`config.mk`:
```
export PLATFORM = sky130hd
export DESIGN_NAME = value_to_jet_color
export DESIGN_NICKNAME = d
export VERILOG_FILES = /design/src/rtl/vjc_pkg.sv /design/src/rtl/vjc_div_pipe.sv /design/src/rtl/value_to_jet_color.sv
export SDC_FILE = /design/constraint.sdc
export NUM_CORES = 2
export LEC_CHECK = 0
export BUFFER_PORTS_ARGS = -buffer_cell sky130_fd_sc_hd__buf_2
export CORE_UTILIZATION = 65
export DETAILED_ROUTE_END_ITERATION = 10
export PLACE_DENSITY = 0.82
export SLEW_MARGIN = 5
export SYNTH_ARGS = -nofsm -noshare
export SYNTH_HDL_FRONTEND = slang
export SYNTH_SLANG_ARGS = --single-unit
```
`constraint.sdc`:
```
create_clock -name aclk -period 30.5 [get_ports aclk]
set_input_delay 3.05 -clock aclk [delete_from_list [all_inputs] [get_ports aclk]]
set_output_delay 3.05 -clock aclk [all_outputs]
set_load 0.01 [all_outputs]
```
`src/rtl/vjc_pkg.sv`:
```
// Shared types and constants for the value-to-jet-color mapper.
package vjc_pkg;

    localparam int VALUE_BITS = 32;
    localparam int Q_BITS     = 10;
    localparam int DIV_STEPS  = 2;
    localparam int CFG_IDX_BITS = 3;

    localparam logic [CFG_IDX_BITS-1:0] REG_KNOWN_MASK = 3'd6;

    localparam logic signed [VALUE_BITS-1:0] LOW_RESET  = -32'sd65536;
    localparam logic signed [VALUE_BITS-1:0] HIGH_RESET = 32'sd65536;

    typedef struct packed {
        logic [1:0]                    quantity_index;
        logic signed [VALUE_BITS-1:0]  sample_value;
    } in_item_t;

    typedef struct packed {
        logic [7:0] red;
        logic [7:0] green;
        logic [7:0] blue;
        logic       color_valid;
    } out_item_t;

    typedef struct packed {
        logic ok;
        logic sat_red;
        logic sat_blue;
    } ctrl_t;

endpackage

```
`src/rtl/vjc_div_pipe.sv`:
```
// Pipelined restoring divider: fraction bits of rem/div, DIV_STEPS (two) bits per stage.
module vjc_div_pipe (
    input  logic                           aclk,
    input  logic                           aresetn,
    input  logic                           advance,
    input  logic                           in_valid,
    input  vjc_pkg::ctrl_t                 in_ctrl,
    input  logic [vjc_pkg::VALUE_BITS-1:0] in_rem,
    input  logic [vjc_pkg::VALUE_BITS-1:0] in_div,
    output logic                           out_valid,
    output vjc_pkg::ctrl_t                 out_ctrl,
    output logic [vjc_pkg::Q_BITS-1:0]     out_quot
);
    localparam int W      = vjc_pkg::VALUE_BITS;
    localparam int QB     = vjc_pkg::Q_BITS;
    localparam int STEPS  = vjc_pkg::DIV_STEPS;
    localparam int STAGES = QB / STEPS;

    logic           valid_reg [STAGES];
    vjc_pkg::ctrl_t ctrl_reg  [STAGES];
    logic [W-1:0]   rem_reg   [STAGES];
    logic [W-1:0]   div_reg   [STAGES];
    logic [QB-1:0]  quot_reg  [STAGES];

    for (genvar g = 0; g < STAGES; g++) begin : g_stage
        logic           valid_in;
        vjc_pkg::ctrl_t ctrl_in;
        logic [W-1:0]   rem_in;
        logic [W-1:0]   div_in;
        logic [QB-1:0]  quot_in;
        logic [W-1:0]   rem_next;
        logic [QB-1:0]  quot_next;
        logic [W:0]     shifted;
        logic [W:0]     diff;

        if (g == 0) begin : g_first
            assign valid_in = in_valid;
            assign ctrl_in  = in_ctrl;
            assign rem_in   = in_rem;
            assign div_in   = in_div;
            assign quot_in  = '0;
        end else begin : g_rest
            assign valid_in = valid_reg[g-1];
            assign ctrl_in  = ctrl_reg[g-1];
            assign rem_in   = rem_reg[g-1];
            assign div_in   = div_reg[g-1];
            assign quot_in  = quot_reg[g-1];
        end

        always_comb begin
            rem_next  = rem_in;
            quot_next = quot_in;
            shifted   = '0;
            diff      = '0;
            for (int k = 0; k < STEPS; k++) begin
                shifted = {rem_next, 1'b0};
                diff    = shifted - {1'b0, div_in};
                if (shifted >= {1'b0, div_in}) begin
                    rem_next  = diff[W-1:0];
                    quot_next = {quot_next[QB-2:0], 1'b1};
                end else begin
                    rem_next  = shifted[W-1:0];
                    quot_next = {quot_next[QB-2:0], 1'b0};
                end
            end
        end

        always_ff @(posedge aclk) begin
            if (!aresetn) begin
                valid_reg[g] <= 1'b0;
            end else if (advance) begin
                valid_reg[g] <= valid_in;
            end
        end

        always_ff @(posedge aclk) begin
            if (advance) begin
                ctrl_reg[g] <= ctrl_in;
                rem_reg[g]  <= rem_next;
                div_reg[g]  <= div_in;
                quot_reg[g] <= quot_next;
            end
        end
    end

    assign out_valid = valid_reg[STAGES-1];
    assign out_ctrl  = ctrl_reg[STAGES-1];
    assign out_quot  = quot_reg[STAGES-1];

endmodule

```
`src/rtl/value_to_jet_color.sv`:
```
// Top level: maps a signed Q16.16 sample to a jet-ramp RGB color per quantity scale.
//
//  channel | ports                          | dir | moves
//  --------+--------------------------------+-----+-----------------------------
//  cfg     | cfg_valid/ready/index/data     | in  | scale bound or known mask write
//  s       | s_valid/ready/data             | in  | item: quantity index, sample
//  m       | m_valid/ready/data             | out | item: red, green, blue, valid
//
//  One item per cycle unless m stalls; stages in order: bound select and subtract, sign fix,
//  range check, five divider stages of two quotient bits each, color stage.
//  Reset is synchronous: pipeline empties, bounds go to -1.0/+1.0, mask clears.
//  A stall at m holds every stage in place; s_ready stays low while the stall lasts.
//  cfg_ready is always high.
module value_to_jet_color #(
    parameter int NUM_QUANTITIES = 3
) (
    input  logic                                 aclk,
    input  logic                                 aresetn,
    input  logic                                 cfg_valid,
    output logic                                 cfg_ready,
    input  logic [vjc_pkg::CFG_IDX_BITS-1:0]     cfg_index,
    input  logic [vjc_pkg::VALUE_BITS-1:0]       cfg_data,
    input  logic                                 s_valid,
    output logic                                 s_ready,
    input  vjc_pkg::in_item_t                    s_data,
    output logic                                 m_valid,
    input  logic                                 m_ready,
    output vjc_pkg::out_item_t                   m_data
);
    localparam int W  = vjc_pkg::VALUE_BITS;
    localparam int QB = vjc_pkg::Q_BITS;
    localparam logic [1:0] SEG_RED_YELLOW  = 2'd0;
    localparam logic [1:0] SEG_YELLOW_GRN  = 2'd1;
    localparam logic [1:0] SEG_GRN_CYAN    = 2'd2;
    localparam logic [1:0] SEG_CYAN_BLUE   = 2'd3;

    logic signed [W-1:0]       lo_reg [NUM_QUANTITIES];
    logic signed [W-1:0]       hi_reg [NUM_QUANTITIES];
    logic [NUM_QUANTITIES-1:0] known_reg;

    logic advance;
    assign advance   = !m_valid || m_ready;
    assign s_ready   = advance;
    assign cfg_ready = 1'b1;

    // configuration
    always_ff @(posedge aclk) begin
        if (!aresetn) begin
            for (int i = 0; i < NUM_QUANTITIES; i++) begin
                lo_reg[i] <= vjc_pkg::LOW_RESET;
                hi_reg[i] <= vjc_pkg::HIGH_RESET;
            end
            known_reg <= '0;
        end else if (cfg_valid) begin
            if (cfg_index == vjc_pkg::REG_KNOWN_MASK) begin
                known_reg <= cfg_data[NUM_QUANTITIES-1:0];
            end else begin
                for (int i = 0; i < NUM_QUANTITIES; i++) begin
                    if (cfg_index[2:1] == 2'(i)) begin
                        if (cfg_index[0]) begin
                            hi_reg[i] <= cfg_data;
                        end else begin
                            lo_reg[i] <= cfg_data;
                        end
                    end
                end
            end
        end
    end

    // stage 1: scale select, range and offset
    logic signed [W-1:0] lo_sel, hi_sel;
    logic                hit;
    logic signed [W:0]   lo_ext, hi_ext, v_ext, d1_next, n1_next;

    always_comb begin
        lo_sel = '0;
        hi_sel = '0;
        hit    = 1'b0;
        for (int i = 0; i < NUM_QUANTITIES; i++) begin
            if (s_data.quantity_index == 2'(i)) begin
                lo_sel = lo_reg[i];
                hi_sel = hi_reg[i];
                hit    = known_reg[i];
            end
        end
        lo_ext  = {lo_sel[W-1], lo_sel};
        hi_ext  = {hi_sel[W-1], hi_sel};
        v_ext   = {s_data.sample_value[W-1], s_data.sample_value};
        d1_next = hi_ext - lo_ext;
        n1_next = hi_ext - v_ext;
    end

    logic              v1_reg, known1_reg;
    logic signed [W:0] d1_reg, n1_reg;

    always_ff @(posedge aclk) begin
        if (!aresetn) begin
            v1_reg <= 1'b0;
        end else if (advance) begin
            v1_reg <= s_valid;
        end
    end

    always_ff @(posedge aclk) begin
        if (advance) begin
            known1_reg <= hit;
            d1_reg     <= d1_next;
            n1_reg     <= n1_next;
        end
    end

    // stage 2: make the range positive
    logic signed [W:0] d2_abs, n2_next;
    logic              v2_reg, ok2_reg;
    logic [W-1:0]      d2_reg;
    logic signed [W:0] n2_reg;

    always_comb begin
        if (d1_reg[W]) begin
            d2_abs  = -d1_reg;
            n2_next = -n1_reg;
        end else begin
            d2_abs  = d1_reg;
            n2_next = n1_reg;
        end
    end

    always_ff @(posedge aclk) begin
        if (!aresetn) begin
            v2_reg <= 1'b0;
        end else if (advance) begin
            v2_reg <= v1_reg;
        end
    end

    always_ff @(posedge aclk) begin
        if (advance) begin
            ok2_reg <= known1_reg && (d1_reg != '0);
            d2_reg  <= d2_abs[W-1:0];
            n2_reg  <= n2_next;
        end
    end

    // stage 3: saturation checks
    vjc_pkg::ctrl_t ctrl3_next, ctrl3_reg;
    logic           v3_reg;
    logic [W-1:0]   rem3_reg, div3_reg;

    always_comb begin
        ctrl3_next.ok       = ok2_reg;
        ctrl3_next.sat_red  = n2_reg[W] || (n2_reg == '0);
        ctrl3_next.sat_blue = !ctrl3_next.sat_red && (n2_reg[W-1:0] >= d2_reg);
    end

    always_ff @(posedge aclk) begin
        if (!aresetn) begin
            v3_reg <= 1'b0;
        end else if (advance) begin
            v3_reg <= v2_reg;
        end
    end

    always_ff @(posedge aclk) begin
        if (advance) begin
            ctrl3_reg <= ctrl3_next;
            rem3_reg  <= n2_reg[W-1:0];
            div3_reg  <= d2_reg;
        end
    end

    // ratio bits
    logic           vd;
    vjc_pkg::ctrl_t ctrld;
    logic [QB-1:0]  quot;

    vjc_div_pipe u_div (
        .aclk      (aclk),
        .aresetn   (aresetn),
        .advance   (advance),
        .in_valid  (v3_reg),
        .in_ctrl   (ctrl3_reg),
        .in_rem    (rem3_reg),
        .in_div    (div3_reg),
        .out_valid (vd),
        .out_ctrl  (ctrld),
        .out_quot  (quot)
    );

    // color stage
    vjc_pkg::out_item_t color_next, m_data_reg;
    logic               m_valid_reg;
    logic [7:0]         ramp;

    always_comb begin
        ramp       = quot[7:0];
        color_next = '0;
        if (ctrld.ok) begin
            color_next.color_valid = 1'b1;
            if (ctrld.sat_red) begin
                color_next.red = 8'd255;
            end else if (ctrld.sat_blue) begin
                color_next.blue = 8'd255;
            end else begin
                case (quot[QB-1:QB-2])
                    SEG_RED_YELLOW: begin
                        color_next.red   = 8'd255;
                        color_next.green = ramp;
                    end
                    SEG_YELLOW_GRN: begin
                        color_next.red   = 8'd255 - ramp;
                        color_next.green = 8'd255;
                    end
                    SEG_GRN_CYAN: begin
                        color_next.green = 8'd255;
                        color_next.blue  = ramp;
                    end
                    SEG_CYAN_BLUE: begin
                        color_next.green = 8'd255 - ramp;
                        color_next.blue  = 8'd255;
                    end
                    default: begin
                        color_next.red = 8'd0;
                    end
                endcase
            end
        end
    end

    always_ff @(posedge aclk) begin
        if (!aresetn) begin
            m_valid_reg <= 1'b0;
        end else if (advance) begin
            m_valid_reg <= vd;
        end
    end

    always_ff @(posedge aclk) begin
        if (advance) begin
            m_data_reg <= color_next;
        end
    end

    assign m_valid = m_valid_reg;
    assign m_data  = m_data_reg;

endmodule

```
==> results.md <==
- Outcome: finished clean
- Setup crit end: u_div.rem_reg[0][97]
- Reg-to-reg startpoint: u_div.div_reg[0][65]
- Worst skew pair latency: 620 ps
- Setup TNS: 0 ps
- FP Rows: 98
- Vias post-DR: 34200
- Worst Max-Slew Pin Slew: 1260 ps
- Worst-path maximum fanout: 38
- Maxcap violations: 0
- Ports: 102
- Vias in the first global route: 34700
- Slowest cell on crit path: o311ai_0
- Worst hold path class: flop to flop
- CTS Sinks: 730
- Seq/Total Area, Yosys: 0.459
- IO Port Bufs: 100
- Setup Skew: about 20 ps
- R2R depth: 28
- Peak per-stage delay on the critical path: approximately 480 ps
- Worst hold slack: 407 ps
- Mapped Avg Cell Area: about 11 sq um
- Syn nets: 5009
- Hold Vio Cnt, Final: 0
- Gpl congestion: 1.01
- DRC violation count after routing: 0
- Area contributors post-synth: edfxtp_1, ha_1, xnor2_1
- R2R Setup Slk: 22650 ps
- Post-DRT Antenna Nets: 0
- Vias per cell: roughly 6.1
- Die H: 273 um
- Fmax: 127 MHz
- Crit start category: flop
- DPL Wire Length: ~81000 um
- CTS tree: done
- Worst setup EP type: flop
- Fin. max-slew vios: 0
- Hold buffers post-CTS: 0
- Warnings from Yosys: 0
- DIE AREA: 74400 sq um
- Largest net degree at the start of global routing: ~180
- Relative slew slack: 0.162
- Fraction of final layout cells sized beyond drive strength 1: 0.0947
- RSZ-0062 raised after global routing: no
- Total GRT Usage: 0.287
- First-pass GRT wire length: 171000 um
- Number of synthesized register bits: 730
- Nets: approximately 5100
- Final Cycle Share: 0.257
- CTS clock-pin slew for the worst setup and hold paths: around 60 ps
- Average wire per cell in the routed design: 19.1 um
- TritonCTS buffer count: 77
- P&R area growth vs syn: 8.61%
- Worst EP required: ~31000 ps
- Initial antenna violation count: 0
- Post-CTS Resized: 0
- Die width: 273 um
- GRT overflow: 0
- Most frequent cell after synthesis: edfxtp_1
- Initial Util: 0.662
- EDFF count, synth: 722
- Worst path most repeated cell: buf_4
- Setup bufs post-CTS: 0
- # setup viols final: 0
- Fillers: roughly 5100
- Crit Reg-Reg Endpoint: u_div.rem_reg[0][97]
- Top cell type's share of synthesized area: 0.455
- WL final: 107000 um
- Core Area: 72000 sq um
- Synthesized area: 47600 sq um
- Antenna cell count: 0
- Critical path type: flop to flop
- Clock root buffer master: clkbuf_16
- Initial DRC count: around 2300
- Commonest cells in the synthesized netlist: edfxtp_1, ha_1, a21oi_1, inv_1, nand2_1
- 1st-pass router iterations: 7
- Clock period minus worst slack: just under 8000 ps
- Synth unique cells: 82
- Synth Instances: 4511
- CP Launch Point: u_div.div_reg[0][65]
- Largest area contributor in the netlist: edfxtp_1
- WP data arrival: 8220 ps
- H-tree Lvls: 3
- Top FF cell, synth: edfxtp_1
- Async SR Flop Fraction: 0
- Clock Tree Buf Depth: 3
-- cells by family (layout without fill, tap and decap cells) --
logic type,Yosys count,in the layout,synth area share
muxes,234,234,0.0532
other,1,1,0.0000787
DFF,730,730,0.459
adders and majority gates,424,424,0.113
AOI/OAI and AO/OA,1218,1218,0.162
buffers and inverters,445,603,0.0356
and+or+nand+nor,1114,1114,0.114
xor gates and xnor gates,345,345,0.0635
-- cell type report --
type	instances	area (sq um)	share of cell area
Tap cell	950	1190	0.0230
Clock inverter	46	498	0.00963
Clock buffer	92	2030	0.0392
Multi-Input combinational cell	3336	24200	0.467
Inverter	337	1270	0.0246
Sequential cell	730	21800	0.422
Timing Repair Buffer	128	726	0.0140
-- per-stage QoR --
| stage | worst slack [ps] | utilization | cell area [sq um] | std cells |
|---|---|---|---|---|
| global placement | 22260 | 0.684 | 49200 | 5481 |
| CTS | 22730 | 0.719 | 51700 | 5619 |
| finish | 22650 | 0.719 | 51700 | 5619 |
| detailed placement | 22190 | 0.684 | 49200 | 5481 |
| floorplan | 13200 | - | 47600 | 4511 |
| global route | 22030 | 0.719 | 51700 | 5619 |
-- how the worst min path moves through the flow --
stage | start | to | cells after the start
after floorplan | ok2_reg | ctrl3_reg[2] | 0
after global placement | u_div.ctrl_reg[0][5] | u_div.ctrl_reg[0][8] | 0
after detailed placement | u_div.ctrl_reg[0][10] | u_div.ctrl_reg[0][13] | 0
after CTS | u_div.quot_reg[3][6] | u_div.quot_reg[4][8] | 0
after global routing | u_div.ctrl_reg[0][6] | u_div.ctrl_reg[0][9] | 0
final | u_div.ctrl_reg[0][6] | u_div.ctrl_reg[0][9] | 0
-- cell usage in the layout, fill, tap and decap left out, drive strengths merged, types with 15 or more instances in the layout --
master / synthesis / layout
nand2b: 54 / 54
and3: 46 / 46
buf: 32 / 128
or4: 19 / 19
nor3: 57 / 57
nand2: 304 / 304
nor2: 289 / 289
ha: 417 / 417
a21o: 168 / 168
o21bai: 32 / 32
o31ai: 42 / 42
o211ai: 26 / 26
nor4: 24 / 24
nor2b: 52 / 52
nand3: 72 / 72
a21boi: 15 / 15
o41ai: 22 / 22
edfxtp: 722 / 722
a211oi: 51 / 51
inv: 336 / 340
clkbuf: 76 / 92
o21ai: 290 / 290
and2: 70 / 70
nand4: 47 / 47
a21oi: 353 / 353
or3: 36 / 36
o21a: 62 / 62
mux2: 153 / 153
clkinv: 1 / 30
xor2: 94 / 94
a31oi: 38 / 38
xnor2: 251 / 251
mux2i: 81 / 81
-- per-layer routing --
layer,vias up,track usage,share of wire
li1,16900,-,-
met2,839,0.548,0.53
met1,16200,0.311,0.38
met5,-,0,0
met4,0,0.156,0.051
met3,262,0.0278,0.037
-- critical path, delay by kind of cell (launching register included) --
| family | cells | cell delay (ps) |
|---|---|---|
| buf+inv | 6 | 1250 |
| compound gates | 13 | 3680 |
| simple gates | 6 | 1230 |
| fa+ha+maj | 2 | 600 |
| flops | 1 | 440 |
| mux | 1 | 350 |
Power is left out: the tool's default activity adds up to more than one toggle a clock period on the data nets, which glitch-free logic cannot reach.
